--- config.mk ---
export PLATFORM = sky130hd
export DESIGN_NAME = het_ram
export DESIGN_NICKNAME = d
export VERILOG_FILES = /design/src/rtl/het_ram.sv
export SDC_FILE = /design/constraint.sdc
export NUM_CORES = 1
export LEC_CHECK = 0
export ABC_CLOCK_PERIOD_IN_PS = 1400
export BUFFER_PORTS_ARGS = -buffer_cell sky130_fd_sc_hd__clkbuf_2
export CAP_MARGIN = 0
export CORE_MARGIN = 2
export CORE_UTILIZATION = 29
export CTS_CLUSTER_SIZE = 8
export DETAILED_ROUTE_END_ITERATION = 16
export PLACE_DENSITY_LB_ADDON = 0.3
export SLEW_MARGIN = 20
export SYNTH_ARGS = -nofsm -noshare
export SYNTH_HDL_FRONTEND = slang
export SYNTH_SLANG_ARGS = --single-unit
--- constraint.sdc ---
create_clock -name clk_i -period 1.4 [get_ports clk_i]
set_clock_uncertainty 0.15 [all_clocks]
set_input_delay 0.21 -clock clk_i [delete_from_list [all_inputs] [get_ports clk_i]]
set_output_delay 0.21 -clock clk_i [all_outputs]
set_load 0.03 [all_outputs]
--- src/rtl/het_ram.sv ---
module het_ram #(
  parameter int WIDTH = 2,
  parameter int DEPTH = 16,
  localparam int AW = $clog2(DEPTH)
) (
  input  logic             clk_i,
  input  logic             we_i,
  input  logic [AW-1:0]    waddr_i,
  input  logic [WIDTH-1:0] wdata_i,
  input  logic             re_i,
  input  logic [AW-1:0]    raddr_i,
  output logic [WIDTH-1:0] rdata_o
);

  logic [WIDTH-1:0] mem_q [DEPTH];
  logic [WIDTH-1:0] rdata_q;

  // One write port, one registered read port
  always_ff @(posedge clk_i) begin
    if (we_i) begin
      mem_q[waddr_i] <= wdata_i;
    end
    if (re_i) begin
      rdata_q <= mem_q[raddr_i];
    end
  end

  assign rdata_o = rdata_q;

endmodule

==> results of run 1 <==
-- worst max-delay path, delay by kind of cell, from the launching register on --
family           cells  cell delay (ns)
AO/OA/AOI/OAI        1             0.17
flip-flops           1             0.36
AND/OR/NAND/NOR      1             0.08
multiplexers         1             0.48
-- final timing paths --
path	from	end	slack (ns)	depth (start not counted)
hold reg to reg	mem_q[8][1]	rdata_o[1]	0.61	3
hold / removal	raddr_i[2]	rdata_o[0]	0.16	3
setup / recovery	mem_q[3][0]	rdata_o[0]	-0.09	3
setup reg to reg	mem_q[3][0]	rdata_o[0]	-0.09	3
-- sequential cells by signal, summed over array words and instances (netlist names) --
name / count
rdata_o: 2
mem_q: 32
-- area by class of cell --
class | instances | area (um^2) | area share, %
Sequential cell | 34 | 1021 | 60.90
Multi-Input combinational cell | 42 | 370.4 | 22.09
Timing Repair Buffer | 21 | 137.6 | 8.209
Clock buffer | 5 | 68.82 | 4.104
Tap cell | 54 | 67.56 | 4.030
Clock inverter | 3 | 11.26 | 0.6716
-- cells in the mapped netlist (all sizes together) --
cell / number / share of area [%]
nand3b: 2 / 1.1
or3b: 1 / 0.63
nand2: 3 / 0.80
clkbuf: 1 / 0.27
mux4: 8 / 14
nand3: 5 / 1.8
nor3: 4 / 1.4
buf: 1 / 0.80
nand2b: 2 / 0.89
nor2: 13 / 3.5
nor2b: 2 / 0.89
edfxtp: 34 / 73
a22oi: 2 / 1.1
-- logic make-up (layout without fill, tap and decap cells) --
group                  count (synthesis)  in the layout  synth area share [%]
buffers and inverters                  2             29                 1.072
DFF                                   34             34                 72.92
muxes                                  8              8                 13.94
and+or+nand+nor                       32             32                 10.99
AOI/OAI and AO/OA                      2              2                 1.072
-- routing by layer --
layer	up-vias	share of wire (%)	track usage (%)
met5	-	0	0
met4	0	1.3	5.455
met3	5	5.3	4.115
met2	19	48	17.26
met1	382	46	11.41
li1	362	-	-
-- stage by stage --
step           hold slack [ns]  setup TNS [ns]  cells  worst slack [ns]
5_1_grt                 0.1672         -0.2453    159           -0.1253
4_1_cts                 0.1488         -0.2137    159           -0.1119
2_1_floorplan           0.1589         -0.1032     78          -0.05514
3_5_place_dp            0.2861          -1.387    150           -0.2649
6_report                0.1575         -0.1698    159          -0.09381
3_3_place_gp            0.2845          -1.316    150           -0.2275
-- power groups by stage --
stage / sequential [mW] / combinational (mW) / clock, mW
finish: 1.15 / 0.156 / 0.648
global route: 1.15 / 0.170 / 0.700
CTS: 1.15 / 0.156 / 0.661
detailed placement: 1.17 / 0.151 / 0
global placement: 1.17 / 0.149 / 0
floorplan: 1.18 / 0.0699 / 0
-- what timing repair did --
item / CTS / global route
hold endpoints to repair: 2 / 0
gates resized for setup: 1 / 2
pin swaps: 1 / 1
setup endpoints to repair: 2 / 2
hold buffers: 1 / 0
==> summary.md, run 1 <==
| Metric | Value |
|---|---|
| Yosys warnings | `0` |
| Sequential Power Share | `58.9%` |
| GRT overflow | `0` |
| Max cap viols | `0` |
| Post-Synthesis Cells | `78` |
| Sw Ratio | `20.91%` |
| WP data arrival | `1.38 ns` |
| I/O pin cnt | `15` |
| Combinational share of power | `8.0%` |
| Max Slew Vio Count | `0` |
| CTS tree | `built` |
| P&R area growth vs syn | `19.75%` |
| Min setup slack post-route | `-0.09381 ns` |
| Post-Route Utilization | `35.73%` |
| Antenna viol nets, final | `0` |
| Final cycle utilization of the critical path | `106.7%` |
| DR vias | `768` |
| Status | `complete, but fails checks` |
| Layout fillers | `455` |
| Slew HR | `78.91%` |
| Synth cell types | `14` |
| Syn Nets | `91` |
| Violated checks | `setup timing` |
| Pwr dens | `1167 nW/um^2` |
| Minimum clock period | `1.494 ns` |
| Inserted Diodes | `0` |
| Largest stage delay, worst path | `0.48 ns` |
| Placed cell area | `1580 um^2` |
| Final RePlAce weighted congestion | `0.7588` |
| Net Sw Power | `0.4090 mW` |
| Type of origin of the critical path | `register` |
| CP required | `1.29 ns` |
| Crit path max fanout | `1` |
| Die ar. | `5400 um^2` |
| Overall Global Routing Usage | `10.40%` |
| HPWL Detailed | `1.800 mm` |
| Vias in the first global route | `817` |
| Critical path class | `register to register` |
| IO Port Bufs | `14` |
| Root Buffer | `clkbuf_8` |
| Clk_lat worst skew | `0.29 ns` |
| DRC viols | `0` |
| Pint | `1.547 mW` |
| Commonest non-fill, non-tap cell in the layout | `edfxtp_1` |
| Core box area | `4692 um^2` |
| Die H | `73.49 um` |
| RSZ-0062 raised after global routing | `true` |
| Post-route cell area | `1677 um^2` |
| Endpoints failing setup | `2` |
| WL/cell | `15.99 um` |
| CTS sink cnt | `34` |
| Initial antenna violation count | `0` |
| Die Span X | `73.49 um` |
| Cells along the critical path | `mux4_2 > a22oi_2 > nand3_1` |
| Reg clk slew, reported paths | `0.07 ns` |
| First-pass GRT wire length | `3.877 mm` |
| Total power | `1.956 mW` |
| FP Rows | `25` |
| Largest net degree at the start of global routing | `17` |
| CTS Buf Count | `5` |
| Drt first-iter violations | `42` |
| Seq/Total Area, Yosys | `72.92%` |
| Final Hold Fails | `0` |
| Initial Util | `29.84%` |
| Lkg Pwr | `0.5644 nW` |
| Type of the worst min-delay path | `input port to register` |
| Highest clock rate | `0.6694 GHz` |
| Fin nets | `117` |
| Most frequent cells in the layout | `edfxtp_1 (34), clkbuf_2 (14), nor2_1 (13)` |
| Final wirelength | `2.543 mm` |
| CP endpoint kind | `register` |
| Slowest-stage cell, CP | `mux4_2` |
| CTS Buffer Depth | `2` |
| H-tree depth | `2` |
| Post-DR vias/cell | `4.830` |
| Clock group share of total power | `33.1%` |
| Slew of the pin with the lowest slew margin | `0.3163 ns` |
| Yosys reg bits | `34` |
| Post-CTS setup repair buffer count | `0` |
| Synthesized area | `1400 um^2` |
| Syn Area/Cell | `17.95 um^2` |
| Share of layout cells above drive strength 1 | `31.43%` |
| Worst IR Drop VDD | `0.3635 mV` |
| Pre-antenna DRT Iters | `4` |
No activity file was read; power rests on OpenSTA's default activity.
==> run 2, diff against run 1 <==
- SETUP_SLACK_MARGIN: unset -> 0.3
==> run 2 against run 1 <==
Effect of this change:
- the flow still finishes with violations (setup timing)
- critical path depth stayed put
- core utilization is 1.9 points higher
- wire length barely moved
- sequential cell count is the same
- clock power up 3%
- design area up 5.3%
- global-route usage rose by 0.90 points
- sequential share of layout area shrank 3.1 points
- critical path type unchanged
- highest routed layer unchanged
==> summary.md, run 2 (same netlist as run 1, synthesis figures left out) <==
| Metric | Value |
|---|---|
| Routed length on met2 | `1.223 mm (+0.82%)` |
| Post-route non-filler standard cell count | `159 (unchanged)` |
| Core box area | `4692 um^2 (unchanged)` |
| Die Span X | `73.49 um (unchanged)` |
| Min setup slack post-route | `-0.1319 ns (-0.03809 ns)` |
| Type of origin of the critical path | `register` |
| Final RePlAce weighted congestion | `0.7329 (-3.4%)` |
| RSZ-0062 raised after global routing | `true` |
| Final Hold Fails | `0 (unchanged)` |
| IO Port Bufs | `14 (unchanged)` |
| Commonest non-fill, non-tap cell in the layout | `edfxtp_1` |
| CP required | `1.28 ns (about the same)` |
| Post-CTS setup repair buffer count | `0 (unchanged)` |
| Pre-antenna DRT Iters | `4 (unchanged)` |
| Pwr dens | `1130 nW/um^2 (-3.2%)` |
| Type of the worst min-delay path | `input port to register` |
| Post-route cell area | `1765 um^2 (+5.3%)` |
| CP endpoint kind | `register` |
| Most frequent cells in the layout | `edfxtp_1 (34), clkbuf_2 (11), nor2_1 (7), buf_4 (6)` |
| CTS Buf Count | `5 (unchanged)` |
| Highest clock rate | `0.6528 GHz (-2.5%)` |
| Placed cell area | `1619 um^2 (+2.5%)` |
| FP Rows | `25 (unchanged)` |
| GRT overflow | `0 (unchanged)` |
| Met3 wire len | `118 um (-13%)` |
| DRC viols | `0 (unchanged)` |
| HPWL Detailed | `1.790 mm (-0.54%)` |
| Initial Util | `29.84% (unchanged)` |
| Hold WS | `0.003314 ns (-0.1542 ns)` |
| CTS sink cnt | `34 (unchanged)` |
| P&R area growth vs syn | `26.09%` |
| Minimum clock period | `1.532 ns (+0.03809 ns)` |
| Reg clk slew, reported paths | `0.07 ns (about the same)` |
| Drt first-iter violations | `51 (+21%)` |
| Antenna viol nets, final | `0 (unchanged)` |
| Largest stage delay, worst path | `0.49 ns (about the same)` |
| Die ar. | `5400 um^2 (unchanged)` |
| Root Buffer | `clkbuf_8` |
| WP data arrival | `1.41 ns (+0.03 ns)` |
| Max reg flops | `32 (unchanged)` |
| Max Used Layer | `met4` |
| Largest reg by FF count | `mem_q` |
| Slew of the pin with the lowest slew margin | `0.3226 ns (+0.006267 ns)` |
| H-tree depth | `2 (unchanged)` |
| Critical path class | `register to register` |
| Cells along the critical path | `mux4_2 > a22oi_2 > nand3_1` |
| Final cycle utilization of the critical path | `109.4% (+2.7 points)` |
| I/O pin cnt | `15 (unchanged)` |
| Crit path max fanout | `1 (unchanged)` |
| Max cap viols | `0 (unchanged)` |
| Clk_lat worst skew | `0.28 ns (about the same)` |
| Metal-1 WL | `1.138 mm (-1.8%)` |
| Largest net degree at the start of global routing | `17 (unchanged)` |
| Worst IR Drop VDD | `0.3523 mV (-3.1%)` |
| WL/cell | `15.99 um (about the same)` |
| Endpoints failing setup | `2 (unchanged)` |
| DR vias | `771 (+0.39%)` |
| CTS tree | `built` |
| CTS Buffer Depth | `2 (unchanged)` |
| Violated checks | `setup timing` |
| Worst path bufs/invs | `0 (unchanged)` |
| Initial antenna violation count | `0 (unchanged)` |
| Lkg Pwr | `0.5854 nW (+3.7%)` |
| Status | `complete, but fails checks` |
| Inserted Diodes | `0 (unchanged)` |
| Die H | `73.49 um (unchanged)` |
| Slew HR | `78.43% (-0.48 points)` |
| Cell Count Post-Placement | `152 (+1.3%)` |
| Max Slew Vio Count | `0 (unchanged)` |
| Kind of cell adding the most delay to the critical path | `multiplexers` |
| First-pass GRT wire length | `4.333 mm (+12%)` |
| Final wirelength | `2.542 mm (about the same)` |
| Share of layout cells above drive strength 1 | `41.90% (+10 points)` |
| Slowest-stage cell, CP | `mux4_2` |
| Post-DR vias/cell | `4.849 (+0.39%)` |
| Vias in the first global route | `870 (+6.5%)` |
| Overall Global Routing Usage | `11.30% (+0.90 points)` |
| Fin nets | `118 (+0.85%)` |
run 2: per-layer routing:
metal | GRT usage, % | up-vias
met3 | 3.292 | 5
li1 | - | 366
met1 | 13.75 | 378
met5 | 0 | -
met2 | 17.76 | 22
met4 | 6.667 | 0
run 2: layout make-up:
class / instances / area [um^2]
flip-flops and latches: 34 / 1021
fillers: 449 / 2927
repair buffers: 22 / 163.9
clock inverters: 1 / 7.507
well taps: 54 / 67.56
multi-input cells: 42 / 432.9
clock buffers: 6 / 72.57
run 2: path summary, 6_finish.rpt:
path                start    endpoint  slack [ns]  cells past startpoint
max           mem_q[2][0]  rdata_o[0]       -0.13                      3
min                  re_i  rdata_o[1]       0.003                      1
max reg2reg   mem_q[2][0]  rdata_o[0]       -0.13                      3
min reg2reg  mem_q[11][1]  rdata_o[1]        0.60                      3
run 2: repair_timing:
item                       4_1_cts  5_1_grt
cloned                           0        0
resized for setup               10        7
setup endpoints to repair       16       20
pin swaps                        3        4
hold buffers                     0        0
run 2: metrics by stage:
| step | util, % | setup WS [ns] | total power [mW] | TNS (ns) |
|---|---|---|---|---|
| 3_5_place_dp | 34.51 | -0.3254 | 1.327 | -0.9559 |
| 5_1_grt | 37.63 | -0.2093 | 2.078 | -0.3370 |
| 4_1_cts | 37.07 | -0.1514 | 1.996 | -0.2550 |
| 6_report | 37.63 | -0.1319 | 1.995 | -0.2144 |
| 3_3_place_gp | 34.51 | -0.2872 | 1.325 | -0.7960 |
| 2_1_floorplan | - | -0.05514 | 1.259 | -0.1032 |
run 2: power breakdown:
part | switching, mW | total, mW | internal [mW]
combinational | 0.0925 | 0.173 | 0.0807
clock | 0.327 | 0.667 | 0.340
sequential | 0.00751 | 1.15 | 1.15
total | 0.427 | 1.99 | 1.57
